`src/rtl/core/aip_pkg.sv`:
```
// ----------------------------------------------------------------------------
// aip_pkg: shared types, constants and helpers
// Character codes, configuration layout and the front-to-back operation
// record of the integer parser.
// ----------------------------------------------------------------------------
package aip_pkg;

    localparam int MAX_RADIX = 16;
    localparam int MIN_RADIX = 2;
    localparam int CHAR_W    = 8;
    localparam int DIGIT_W   = $clog2(MAX_RADIX);
    localparam int LEN_W     = 5;
    localparam int VALUE_W   = 32;
    localparam int CFG_IDX_W = 2;
    localparam int CFG_DAT_W = 64;
    localparam int Q_DEPTH   = 2;
    localparam int Q_PTR_W   = 1;
    localparam int Q_CNT_W   = 2;

    localparam logic [CHAR_W-1:0] CH_NUL   = 8'h00;
    localparam logic [CHAR_W-1:0] CH_PLUS  = 8'h2B;
    localparam logic [CHAR_W-1:0] CH_MINUS = 8'h2D;
    localparam logic [CHAR_W-1:0] CH_SPACE = 8'h20;
    localparam logic [CHAR_W-1:0] CH_TAB   = 8'h09;
    localparam logic [CHAR_W-1:0] CH_CR    = 8'h0D;

    localparam logic [CFG_IDX_W-1:0] CFG_LOW_CHARS  = 2'd0;
    localparam logic [CFG_IDX_W-1:0] CFG_HIGH_CHARS = 2'd1;
    localparam logic [CFG_IDX_W-1:0] CFG_LENGTH     = 2'd2;

    typedef struct packed {
        logic [CFG_DAT_W-1:0] low_chars;
        logic [CFG_DAT_W-1:0] high_chars;
        logic [LEN_W-1:0]     length;
    } cfg_t;

    // One queued operation: either a digit to fold in, or a terminator
    typedef struct packed {
        logic               is_emit;
        logic               negative;
        logic [DIGIT_W-1:0] digit;
    } op_t;

    function automatic logic is_ws(input logic [CHAR_W-1:0] c);
        return (c == CH_SPACE) || ((c >= CH_TAB) && (c <= CH_CR));
    endfunction

    function automatic logic [CHAR_W-1:0] alpha_char(input cfg_t cfg,
                                                     input logic [DIGIT_W-1:0] k);
        logic [2*CFG_DAT_W-1:0] all;
        all = {cfg.high_chars, cfg.low_chars};
        return all[k*CHAR_W +: CHAR_W];
    endfunction

endpackage

```
`src/rtl/core/aip_ch_if.sv`:
```
// ----------------------------------------------------------------------------
// aip_ch_if: character input channel
// Valid/ready transfer of one character.
// ----------------------------------------------------------------------------
interface aip_ch_if;
    import aip_pkg::*;

    logic              valid;
    logic              ready;
    logic [CHAR_W-1:0] ch;

    modport source (output valid, output ch, input ready);
    modport sink   (input valid, input ch, output ready);
endinterface

```
`src/rtl/core/aip_res_if.sv`:
```
// ----------------------------------------------------------------------------
// aip_res_if: result channel
// Valid/ready transfer of one parsed value and the alphabet status.
// ----------------------------------------------------------------------------
interface aip_res_if;
    import aip_pkg::*;

    logic                      valid;
    logic                      ready;
    logic signed [VALUE_W-1:0] value;
    logic                      alphabet_ok;

    modport source (output valid, output value, output alphabet_ok, input ready);
    modport sink   (input valid, input value, input alphabet_ok, output ready);
endinterface

```
`src/rtl/core/aip_cfg_if.sv`:
```
// ----------------------------------------------------------------------------
// aip_cfg_if: configuration write channel
// Valid/ready transfer of a register index and its write data.
// ----------------------------------------------------------------------------
interface aip_cfg_if;
    import aip_pkg::*;

    logic                 valid;
    logic                 ready;
    logic [CFG_IDX_W-1:0] index;
    logic [CFG_DAT_W-1:0] data;

    modport source (output valid, output index, output data, input ready);
    modport sink   (input valid, input index, input data, output ready);
endinterface

```
`src/rtl/core/ascii_any_base_integer_parser.sv`:
```
// ----------------------------------------------------------------------------
// ascii_any_base_integer_parser: string-to-integer over a custom alphabet
// Skips whitespace, reads signs, folds alphabet digits into a 32-bit value
// and emits the signed result on each NUL character.
// ----------------------------------------------------------------------------
// Usage:
//   chars   : one character per transfer. Every character is consumed; only
//             the NUL terminator produces a transfer on results.
//   results : signed 32-bit value plus alphabet_ok. With an invalid alphabet
//             (length below 2 or above 16, a sign, whitespace or NUL in use,
//             or a repeated character) value is 0 and alphabet_ok is 0.
//   cfg     : register writes, always ready. Index 0 holds digit characters
//             0..7, index 1 digits 8..15, index 2 the radix. Write only while
//             no string is in flight; the validity flag is a registered check.
// Throughput is one character per cycle while the queue has room: the front
// classifies a character in the cycle it arrives, and the back folds one
// digit per cycle with a single 32x5 multiply-add. A NUL passes a queue slot,
// then the result register, on its way to results.
// When results stalls, the held result stays put and digits behind it keep
// draining; a second NUL waits in the two-entry queue, and chars drops ready
// only once that queue is full.
// Reset clears phase, sign, accumulator, configuration, queue pointers and flags
// (not queue or result data), leaving the alphabet invalid until configured.
// ----------------------------------------------------------------------------
module ascii_any_base_integer_parser (
    input  logic      clk,
    input  logic      rst_n,
    aip_ch_if.sink    chars,
    aip_res_if.source results,
    aip_cfg_if.sink   cfg
);
    import aip_pkg::*;

    cfg_t cfg_reg;
    logic ok_reg, ok_next;

    logic push;
    op_t  push_op;
    logic q_full;
    logic head_valid;
    op_t  head_op;
    logic pop;

    // Configuration registers; writes are always taken
    assign cfg.ready = 1'b1;

    always_ff @(posedge clk or negedge rst_n)
    begin
        if (!rst_n)
        begin
            cfg_reg <= '0;
        end
        else if (cfg.valid)
        begin
            unique case (cfg.index)
                CFG_LOW_CHARS:  cfg_reg.low_chars  <= cfg.data;
                CFG_HIGH_CHARS: cfg_reg.high_chars <= cfg.data;
                CFG_LENGTH:     cfg_reg.length     <= cfg.data[LEN_W-1:0];
                default:        cfg_reg            <= cfg_reg;
            endcase
        end
    end

    // Alphabet check: length range, forbidden characters, duplicates.
    // Registered from the configuration registers, so it settles after a write lands.
    always_comb
    begin
        logic [CHAR_W-1:0] ci;
        ok_next = (cfg_reg.length >= LEN_W'(MIN_RADIX)) &&
                  (cfg_reg.length <= LEN_W'(MAX_RADIX));
        for (int i = 0; i < MAX_RADIX; i++)
        begin
            ci = alpha_char(cfg_reg, DIGIT_W'(i));
            if (LEN_W'(i) < cfg_reg.length)
            begin
                if ((ci == CH_NUL) || (ci == CH_PLUS) || (ci == CH_MINUS) || is_ws(ci))
                begin
                    ok_next = 1'b0;
                end
                for (int j = i + 1; j < MAX_RADIX; j++)
                begin
                    if ((LEN_W'(j) < cfg_reg.length) &&
                        (alpha_char(cfg_reg, DIGIT_W'(j)) == ci))
                    begin
                        ok_next = 1'b0;
                    end
                end
            end
        end
    end

    always_ff @(posedge clk or negedge rst_n)
    begin
        if (!rst_n)
        begin
            ok_reg <= 1'b0;
        end
        else
        begin
            ok_reg <= ok_next;
        end
    end

    // Front: classify each character, push digit and terminator operations
    aip_front u_front (
        .clk     (clk),
        .rst_n   (rst_n),
        .chars   (chars),
        .cfg     (cfg_reg),
        .q_full  (q_full),
        .push    (push),
        .push_op (push_op)
    );

    // Decouple classification from accumulation
    aip_queue u_queue (
        .clk        (clk),
        .rst_n      (rst_n),
        .push       (push),
        .push_op    (push_op),
        .full       (q_full),
        .head_valid (head_valid),
        .head_op    (head_op),
        .pop        (pop)
    );

    // Back: fold digits, emit results
    aip_back u_back (
        .clk         (clk),
        .rst_n       (rst_n),
        .cfg         (cfg_reg),
        .alphabet_ok (ok_reg),
        .head_valid  (head_valid),
        .head_op     (head_op),
        .pop         (pop),
        .results     (results)
    );

endmodule

```
`src/rtl/core/aip_front.sv`:
```
// ----------------------------------------------------------------------------
// aip_front: character classifier
// Tracks the parse phase and sign, looks up digits, and pushes digit and
// terminator operations into the queue.
// ----------------------------------------------------------------------------
module aip_front (
    input  logic          clk,
    input  logic          rst_n,
    aip_ch_if.sink        chars,
    input  aip_pkg::cfg_t cfg,
    input  logic          q_full,
    output logic          push,
    output aip_pkg::op_t  push_op
);
    import aip_pkg::*;

    localparam logic [1:0] PH_SPACE = 2'd0;
    localparam logic [1:0] PH_SIGN  = 2'd1;
    localparam logic [1:0] PH_DIGIT = 2'd2;
    localparam logic [1:0] PH_DONE  = 2'd3;

    logic [1:0]         phase_reg, phase_next;
    logic               neg_reg, neg_next;
    logic               accept;
    logic               hit;
    logic [DIGIT_W-1:0] digit;
    logic [LEN_W-1:0]   radix;
    logic               gen;

    assign chars.ready = !q_full;
    assign accept      = chars.valid && chars.ready;

    assign radix = (cfg.length > LEN_W'(MAX_RADIX)) ? LEN_W'(MAX_RADIX) : cfg.length;

    // Parallel compare against the alphabet, lowest index wins
    always_comb
    begin
        hit   = 1'b0;
        digit = '0;
        for (int k = MAX_RADIX - 1; k >= 0; k--)
        begin
            if ((LEN_W'(k) < radix) && (alpha_char(cfg, DIGIT_W'(k)) == chars.ch))
            begin
                hit   = 1'b1;
                digit = DIGIT_W'(k);
            end
        end
    end

    always_comb
    begin
        phase_next = phase_reg;
        neg_next   = neg_reg;
        gen        = 1'b0;
        push_op    = '{is_emit: 1'b0, negative: neg_reg, digit: digit};
        if (chars.ch == CH_NUL)
        begin
            gen             = 1'b1;
            push_op.is_emit = 1'b1;
            phase_next      = PH_SPACE;
            neg_next        = 1'b0;
        end
        else
        begin
            unique case (phase_reg)
                PH_SPACE, PH_SIGN:
                begin
                    if ((phase_reg == PH_SPACE) && is_ws(chars.ch))
                    begin
                        phase_next = PH_SPACE;
                    end
                    else if (chars.ch == CH_PLUS)
                    begin
                        phase_next = PH_SIGN;
                    end
                    else if (chars.ch == CH_MINUS)
                    begin
                        phase_next = PH_SIGN;
                        neg_next   = !neg_reg;
                    end
                    else if (hit)
                    begin
                        phase_next = PH_DIGIT;
                        gen        = 1'b1;
                    end
                    else
                    begin
                        phase_next = PH_DONE;
                    end
                end
                PH_DIGIT:
                begin
                    if (hit)
                    begin
                        gen = 1'b1;
                    end
                    else
                    begin
                        phase_next = PH_DONE;
                    end
                end
                PH_DONE:
                begin
                    phase_next = PH_DONE;
                end
                default:
                begin
                    phase_next = PH_SPACE;
                end
            endcase
        end
    end

    assign push = accept && gen;

    always_ff @(posedge clk or negedge rst_n)
    begin
        if (!rst_n)
        begin
            phase_reg <= PH_SPACE;
            neg_reg   <= 1'b0;
        end
        else if (accept)
        begin
            phase_reg <= phase_next;
            neg_reg   <= neg_next;
        end
    end

    // A terminator always leaves the parser back in whitespace skipping
    a_nul_restarts: assert property (@(posedge clk) disable iff (!rst_n)
        accept && (chars.ch == CH_NUL) |=> (phase_reg == PH_SPACE) && !neg_reg)
        else $error("terminator did not restart the parser");

endmodule

```
`src/rtl/core/aip_queue.sv`:
```
// ----------------------------------------------------------------------------
// aip_queue: operation queue
// Two-entry FIFO between the classifier and the accumulator.
// ----------------------------------------------------------------------------
module aip_queue (
    input  logic         clk,
    input  logic         rst_n,
    input  logic         push,
    input  aip_pkg::op_t push_op,
    output logic         full,
    output logic         head_valid,
    output aip_pkg::op_t head_op,
    input  logic         pop
);
    import aip_pkg::*;

    op_t                mem_reg [Q_DEPTH];
    logic [Q_PTR_W-1:0] wr_ptr_reg;
    logic [Q_PTR_W-1:0] rd_ptr_reg;
    logic [Q_CNT_W-1:0] count_reg;

    assign full       = (count_reg == Q_CNT_W'(Q_DEPTH));
    assign head_valid = (count_reg != '0);
    assign head_op    = mem_reg[rd_ptr_reg];

    always_ff @(posedge clk)
    begin
        if (push)
        begin
            mem_reg[wr_ptr_reg] <= push_op;
        end
    end

    always_ff @(posedge clk or negedge rst_n)
    begin
        if (!rst_n)
        begin
            wr_ptr_reg <= '0;
            rd_ptr_reg <= '0;
            count_reg  <= '0;
        end
        else
        begin
            if (push)
            begin
                wr_ptr_reg <= wr_ptr_reg + 1'b1;
            end
            if (pop)
            begin
                rd_ptr_reg <= rd_ptr_reg + 1'b1;
            end
            count_reg <= count_reg + Q_CNT_W'(push) - Q_CNT_W'(pop);
        end
    end

    a_no_overflow: assert property (@(posedge clk) disable iff (!rst_n)
        push |-> !full || pop)
        else $error("push into a full queue");

    a_no_underflow: assert property (@(posedge clk) disable iff (!rst_n)
        pop |-> head_valid)
        else $error("pop from an empty queue");

endmodule

```
`src/rtl/core/aip_back.sv`:
```
// ----------------------------------------------------------------------------
// aip_back: accumulator and result stage
// Folds digits into the running value and drives the result register.
// ----------------------------------------------------------------------------
module aip_back (
    input  logic          clk,
    input  logic          rst_n,
    input  aip_pkg::cfg_t cfg,
    input  logic          alphabet_ok,
    input  logic          head_valid,
    input  aip_pkg::op_t  head_op,
    output logic          pop,
    aip_res_if.source     results
);
    import aip_pkg::*;

    logic [VALUE_W-1:0]        acc_reg;
    logic [VALUE_W-1:0]        acc_mac;
    logic [VALUE_W-1:0]        signed_acc;
    logic                      out_valid_reg;
    logic signed [VALUE_W-1:0] out_value_reg;
    logic                      out_ok_reg;
    logic                      out_free;

    assign out_free = !out_valid_reg || results.ready;
    assign pop      = head_valid && (!head_op.is_emit || out_free);

    // One narrow multiply-add per digit, wrapping modulo 2^32
    assign acc_mac    = VALUE_W'(acc_reg * VALUE_W'(cfg.length)) + VALUE_W'(head_op.digit);
    assign signed_acc = head_op.negative ? (VALUE_W'(0) - acc_reg) : acc_reg;

    always_ff @(posedge clk or negedge rst_n)
    begin
        if (!rst_n)
        begin
            acc_reg <= '0;
        end
        else if (pop)
        begin
            acc_reg <= head_op.is_emit ? '0 : acc_mac;
        end
    end

    always_ff @(posedge clk or negedge rst_n)
    begin
        if (!rst_n)
        begin
            out_valid_reg <= 1'b0;
        end
        else if (pop && head_op.is_emit)
        begin
            out_valid_reg <= 1'b1;
        end
        else if (results.ready)
        begin
            out_valid_reg <= 1'b0;
        end
    end

    always_ff @(posedge clk)
    begin
        if (pop && head_op.is_emit)
        begin
            out_value_reg <= alphabet_ok ? signed_acc : '0;
            out_ok_reg    <= alphabet_ok;
        end
    end

    assign results.valid       = out_valid_reg;
    assign results.value       = out_value_reg;
    assign results.alphabet_ok = out_ok_reg;

    a_bad_alphabet_zero: assert property (@(posedge clk) disable iff (!rst_n)
        out_valid_reg && !out_ok_reg |-> (out_value_reg == '0))
        else $error("nonzero value with invalid alphabet");

    a_emit_clears: assert property (@(posedge clk) disable iff (!rst_n)
        pop && head_op.is_emit |=> (acc_reg == '0) && out_valid_reg)
        else $error("terminator did not clear the accumulator");

endmodule
```
`src/flat_wrapper.sv`:
```
// flat-port wrapper written by rule: the top's interface ports become plain ports
module ascii_any_base_integer_parser_flat import aip_pkg::*;
  (clk, rst_n, chars_valid, chars_ch, chars_ready, results_valid, results_value, results_alphabet_ok, results_ready, cfg_valid, cfg_index, cfg_data, cfg_ready);
  aip_ch_if chars_i ();
  aip_res_if results_i ();
  aip_cfg_if cfg_i ();
  input  logic clk;
  input  logic rst_n;
  input wire logic [$bits(chars_i.valid)-1:0] chars_valid;
  input wire logic [$bits(chars_i.ch)-1:0] chars_ch;
  output wire logic [$bits(chars_i.ready)-1:0] chars_ready;
  output wire logic [$bits(results_i.valid)-1:0] results_valid;
  output wire logic [$bits(results_i.value)-1:0] results_value;
  output wire logic [$bits(results_i.alphabet_ok)-1:0] results_alphabet_ok;
  input wire logic [$bits(results_i.ready)-1:0] results_ready;
  input wire logic [$bits(cfg_i.valid)-1:0] cfg_valid;
  input wire logic [$bits(cfg_i.index)-1:0] cfg_index;
  input wire logic [$bits(cfg_i.data)-1:0] cfg_data;
  output wire logic [$bits(cfg_i.ready)-1:0] cfg_ready;
  assign chars_i.valid = chars_valid;
  assign chars_i.ch = chars_ch;
  assign chars_ready = chars_i.ready;
  assign results_valid = results_i.valid;
  assign results_value = results_i.value;
  assign results_alphabet_ok = results_i.alphabet_ok;
  assign results_i.ready = results_ready;
  assign cfg_i.valid = cfg_valid;
  assign cfg_i.index = cfg_index;
  assign cfg_i.data = cfg_data;
  assign cfg_ready = cfg_i.ready;
  ascii_any_base_integer_parser u_core (.clk(clk), .rst_n(rst_n), .chars(chars_i), .results(results_i), .cfg(cfg_i));
endmodule
```
`config.mk`:
```
export PLATFORM = sky130hd
export DESIGN_NAME = ascii_any_base_integer_parser_flat
export DESIGN_NICKNAME = d
export VERILOG_FILES = /design/src/rtl/core/aip_pkg.sv /design/src/rtl/core/aip_ch_if.sv /design/src/rtl/core/aip_res_if.sv /design/src/rtl/core/aip_cfg_if.sv /design/src/rtl/core/ascii_any_base_integer_parser.sv /design/src/rtl/core/aip_front.sv /design/src/rtl/core/aip_queue.sv /design/src/rtl/core/aip_back.sv /design/src/flat_wrapper.sv
export SDC_FILE = /design/constraint.sdc
export NUM_CORES = 2
export LEC_CHECK = 0
export BUFFER_PORTS_ARGS = -buffer_cell sky130_fd_sc_hd__buf_2
export CAP_MARGIN = 5
export CORE_UTILIZATION = 40
export DETAILED_ROUTE_END_ITERATION = 16
export PLACE_DENSITY = 0.57
export SYNTH_ARGS = -nofsm -noshare
export SYNTH_HDL_FRONTEND = slang
export SYNTH_HIERARCHICAL = 1
export SYNTH_SLANG_ARGS = --single-unit
export TNS_END_PERCENT = 5
```
`constraint.sdc`:
```
create_clock -name clk -period 9.7 [get_ports clk]
set_input_delay 1.455 -clock clk [delete_from_list [all_inputs] [get_ports clk]]
set_output_delay 1.455 -clock clk [all_outputs]
set_load 0.05 [all_outputs]
```
======== Word level (Yosys, flattened, before mapping) ========
Memory sizes are Yosys's and may differ from the RTL's.
Cells that the tools add are included.
word-level totals
  flip-flop bits (word level) ............. 207
  memory bits (writable) .................. 12
  bits of input ports ..................... 79
  output and inout bits ................... 36
  word-level logic and storage cells ...... 755
  memories kept ........................... 1
memory list
  memory                  depth  bits a word  read ports  clocked after Yosys merged registers in  write ports  line             RTL
  u_core.u_queue.mem_reg  2      6            1           0                                        1            aip_queue.sv:17  op_t mem_reg [Q_DEPTH];
operators by class
  add/subtract/negate cells ............... 6
  $mul .................................... 1
  $lt $le $gt $ge ......................... 69
  equality and inequality tests ........... 196
  multiplexer cells ....................... 210
  reduce and logical (&&, ||, !) cells .... 259
operators with widths
  operator                                                                              count
  8-bit equality test                                                                   136
  8-bit by 6-bit equality test with 1-bit output (second input constant)                51
  1-bit two-way mux                                                                     184
  1-bit logical AND                                                                     159
  8-bit by 4-bit greater-or-equal comparator with 1-bit output (second input constant)  17
  8-bit by 4-bit <= comparator with 1-bit output (second input constant)                17
  8-bit logical NOT                                                                     17
  4-bit by 5-bit less-than comparator with 1-bit output (first input constant)          16
  1-bit logical OR                                                                      67
  32-bit two-way mux                                                                    2
  4-bit two-way mux                                                                     16
  3-bit by 5-bit less-than comparator with 1-bit output (first input constant)          8
  32-bit by 4-bit adder with 32-bit output                                              1
  32-bit by 5-bit multiplier with 32-bit output                                         1
  1-bit by 32-bit subtractor with 32-bit output (first input constant)                  1
  1-bit by 5-bit less-than comparator with 1-bit output (first input constant)          4
  2-bit by 5-bit less-than comparator with 1-bit output (first input constant)          4
  2-bit two-way mux                                                                     5
  2-bit equality test (second input constant)                                           4
  2-bit AND reduction                                                                   4
  2-bit nonzero test                                                                    4
  2-bit one-hot mux with 3 select lines                                                 1
  5-bit by 2-bit greater-or-equal comparator with 1-bit output (second input constant)  1
  5-bit > comparator (second input constant)                                            1
  13 further kinds                                                                      20

======== Longest topological paths before layout ========
  word-level depth ........................ 156
  gate-level depth with buffers ........... 18
  mapped depth without buffers ............ 17

======== By module ========
Netlist, hierarchy kept.
by module, submodules not included
  module                         times used  cells an instance  area each (um^2)  seq. area each (um^2)
  ascii_any_base_integer_parser  1           2048               18172.4           3353.2
  aip_back                       1           948                8393.0            1816.7
  aip_front                      1           293                2144.6            75.1
  aip_queue                      1           34                 660.6             460.4

======== Least setup slack after synthesis ========
OpenSTA, ideal clock, no wires.
  path type ............................... register to register
  from .................................... reg u_core/cfg_reg[2] (netlist bit)
  to ...................................... reg u_core.u_back.acc_reg[31]
  setup time .............................. 0.135 ns
  arrival ................................. 4.783 ns
  required time ........................... 9.565 ns
  path slack .............................. 4.782 ns
  cell stages (with the launch flop) ...... 19
  path buffers ............................ 3
  clock period less this slack ............ 4.918 ns
  cell sequence ........................... dfrtp_1 clkbuf_1 clkbuf_1 and2_1 fa_1 fa_1 inv_1 fa_1 inv_1 ha_1 clkbuf_1 nand2_1 nor4_1 or4b_1 a31oi_1 or2_2 o41ai_1 xnor2_1 o21ai_0
between the ends
  cells in the longest elaborated chain, start to end .. 3
ends and longest elaborated chain
  item                                           line                                 RTL
  from (decl)                                    ascii_any_base_integer_parser.sv:34  cfg_t cfg_reg;
  from (signal assigned)                         ascii_any_base_integer_parser.sv:59  default: cfg_reg <= cfg_reg;
  32-bit by 5-bit multiplier with 32-bit output  aip_back.sv:29                       assign acc_mac = VALUE_W'(acc_reg * VALUE_W'(cfg.length)) + VALUE_W'(head_op.digit);
  32-bit by 4-bit adder with 32-bit output       aip_back.sv:29
  32-bit two-way mux                             aip_back.sv:40                       acc_reg <= head_op.is_emit ? '0 : acc_mac;
  to (signal assigned)                           aip_back.sv:40
  to (decl)                                      aip_back.sv:17                       logic [VALUE_W-1:0] acc_reg;
Every way passes these cells.
A chain may end at the register's enable or synchronous reset.

======== Worst setup path after layout ========
Ends and elaborated chain as after synthesis.

==> flow_metrics.env <==
export IMPL_grt_pass1_vias=24576
export IMPL_slew_viol_final=0
export IMPL_path_clk_slew_ns=0.06
export IMPL_worst_pin_slew_ns=1.30
export IMPL_area_delta_synth_final_pct=7.30
export IMPL_synth_ff_type="dfrtp_1"
export IMPL_synth_area_sq_mm=0.0294
export IMPL_p_leak_nw=12.3
export IMPL_seq_area_frac_synth_pct=19.4
export IMPL_crit_path_start_kind="flop"
export IMPL_ios=115
export IMPL_fp_dieW_um=273
export IMPL_fp_row_count=98
export IMPL_path_class="flop to flop"
export IMPL_grt_max_degree=66
export IMPL_hold_viol=0
export IMPL_fin_crit_sh_pct=57.3
export IMPL_finalSetupViolations=0
export IMPL_root_buffer="clkbuf_16"
export IMPL_dr_pass1_iters=6
export IMPL_outcome="complete, no violations"
export IMPL_r2r_slack_ns=4.15
export IMPL_post_cts_buffers=0
export IMPL_async_flop_share_pct=79.5
export IMPL_cts_sinks=219
export IMPL_totalWireLength_um=109000
export IMPL_nNetsFinal=3488
export IMPL_grt_total_usage_pct=28.6
export IMPL_syn_instance_count=3323
export IMPL_timing_fmax_mhz=180
export IMPL_mostFrequentLayoutCell="xnor2_1"
export IMPL_drv_cap=0
export IMPL_yosys_warnings=6
export IMPL_synth_cell_types=86
export IMPL_numCtsBuffers=30
export IMPL_irDropWorstVdd_mv=0.209
export IMPL_layout_common_cells="640 x xnor2_1, 519 x xor2_1, 173 x and2_1"
export IMPL_grt_pass1_wl_um=162000
export IMPL_drive_gt1_share_pct=14.7
export IMPL_place_gp_congestion=0.983
export IMPL_drtIter0Drc=2928
export IMPL_cp_max_fo=42
export IMPL_rsz0062_at_grt="no"
export IMPL_holdBufCountCts=0
export IMPL_r2r_end="u_core/u_back/acc_reg[31]"
export IMPL_num_vias=25248
export IMPL_drc_errors=0
export IMPL_coreArea_sq_mm=0.0721
export IMPL_die_h_um=273
export IMPL_antenna_found_initial=3
export IMPL_dieArea_sq_mm=0.0745
export IMPL_wl_per_cell_um=25.7
export IMPL_p_per_area_mw_per_mm2=235
export IMPL_place_port_buffers=113
export IMPL_synth_edf_count=45
export IMPL_start_util_pct=40.7
export IMPL_slew_headroom_pct=13.4
export IMPL_clk_latency_ns=0.63
export IMPL_ant_nets=0
export IMPL_hp_class="flop to flop"
export IMPL_ctsHtreeMaxLevel=1
export IMPL_crit_start="u_core/cfg_reg[2]"
export IMPL_synth_seq_cells=219
export IMPL_cp_end_kind="flop"
export IMPL_cp_arrival_ns=6.03
export IMPL_r2r_cells=16
export IMPL_syn_nets=3553
export IMPL_crit_required_ns=10.18
export IMPL_power_mw=7.40
export IMPL_synth_area_per_cell_sq_um=8.84
export IMPL_cts_tree="yes"
export IMPL_r2r_start="u_core/cfg_reg[2]"
export IMPL_grt_overflow_total=0
export IMPL_skew_ns=0.0397
export IMPL_largest_register_ffs=133
export IMPL_cts_repair_resized=0
export IMPL_endpoint="u_core/u_back/acc_reg[31]"
export IMPL_avgViaCountPerCell=5.96
export IMPL_tns_ns=0
export IMPL_dp_final_hpwl_um=68900
export IMPL_clockBufferDepth=3
export IMPL_period_minus_slack_ns=5.55
[worst min-delay path by stage]
stage                         startpoint                   endpoint  slack [ns]  cells after the start
6_report       u_core/u_queue/wr_ptr_reg  u_core/u_queue/wr_ptr_reg        0.48                      1
5_1_grt        u_core/u_queue/wr_ptr_reg  u_core/u_queue/wr_ptr_reg        0.51                      1
4_1_cts        u_core/u_queue/wr_ptr_reg  u_core/u_queue/wr_ptr_reg        0.49                      1
3_5_place_dp   u_core/u_queue/wr_ptr_reg  u_core/u_queue/wr_ptr_reg        0.47                      1
3_3_place_gp   u_core/u_queue/wr_ptr_reg  u_core/u_queue/wr_ptr_reg        0.47                      1
2_1_floorplan     u_core/u_front/neg_reg     u_core/u_front/neg_reg        0.45                      1
[synth_stat cells, types with 21 or more instances]
| cell type | instances | area, sq um |
|---|---|---|
| ha_1 | 65 | 813 |
| nand2b_1 | 21 | 131 |
| buf_2 | 239 | 1200 |
| inv_1 | 165 | 619 |
| fa_1 | 86 | 1720 |
| o21ai_0 | 45 | 225 |
| a21oi_1 | 50 | 250 |
| clkbuf_1 | 65 | 244 |
| xor2_1 | 519 | 4550 |
| buf_4 | 43 | 323 |
| nand2_1 | 90 | 338 |
| and2_1 | 173 | 1080 |
| mux2_2 | 133 | 1500 |
| a31oi_1 | 40 | 250 |
| xnor2_1 | 640 | 5610 |
| nor3_1 | 79 | 395 |
| nor4_1 | 147 | 920 |
| dfrtp_1 | 174 | 4350 |
| nand3_1 | 49 | 245 |
| edfxtp_1 | 45 | 1350 |
| nand4_1 | 158 | 988 |
| nor2_1 | 47 | 176 |
[power breakdown]
part | switching, mW | internal, mW | leakage [nW]
Combinational | 2.99 | 1.76 | 9.21
Clock | 0.470 | 0.749 | 0.525
Sequential | 0.235 | 1.19 | 2.54
[cells by family after synthesis]
group,count (synthesis),synth area share (%)
buf+inv,519,8.33
flops,219,19.4
compound gates,287,6.90
simple gates,846,16.6
xor+xnor,1160,34.6
other cells,1,0.0128
fa+ha+maj,151,8.63
mux,140,5.44
[metal layers]
metal	global-route usage, %	share of wire (%)	vias to the layer above	wire (um)
met5	0	0.019	-	21
met4	14.1	5.9	4	6460
met3	6.27	11	411	11400
met2	44.4	43	1564	46900
met1	37.5	40	12280	43800
li1	-	-	10989	-
[per-stage QoR]
stage | util [%] | instances | hold WS [ns] | worst slack (ns) | instance area [sq um]
after floorplan | - | 3323 | 0.445 | 4.78 | 29400
after global placement | 42.2 | 4176 | 0.469 | 4.26 | 30400
after detailed placement | 42.2 | 4176 | 0.474 | 4.11 | 30400
after CTS | 43.7 | 4232 | 0.485 | 4.12 | 31500
after global routing | 43.7 | 4232 | 0.507 | 3.86 | 31500
final | 43.7 | 4233 | 0.482 | 4.15 | 31500
[final cells by class]
| cell class | count | area [sq um] |
|---|---|---|
| Tap cell | 950 | 1190 |
| Clock inverter | 13 | 205 |
| Fill cell | 7125 | 40600 |
| Clock buffer | 43 | 892 |
| Multi-Input combinational cell | 2585 | 21200 |
| Timing Repair Buffer | 257 | 1660 |
| Antenna cell | 1 | 2.50 |
| Sequential cell | 219 | 5710 |
| Inverter | 165 | 619 |
[critical path: stages, from the launching register on]
cell and delay [ns]:
dfrtp_2 0.52, buf_4 0.49, and2_1 0.23, fa_1 0.44, fa_1 0.55, inv_1 0.06, fa_1 0.53, inv_1 0.04
ha_1 0.41, nand3_1 0.11, nor4_1 0.55, or4b_1 0.27, a31oi_1 0.19, or2_2 0.36, o41ai_1 0.41, xnor2_1 0.16
o21ai_0 0.08
(Power assumes the default switching activity.)
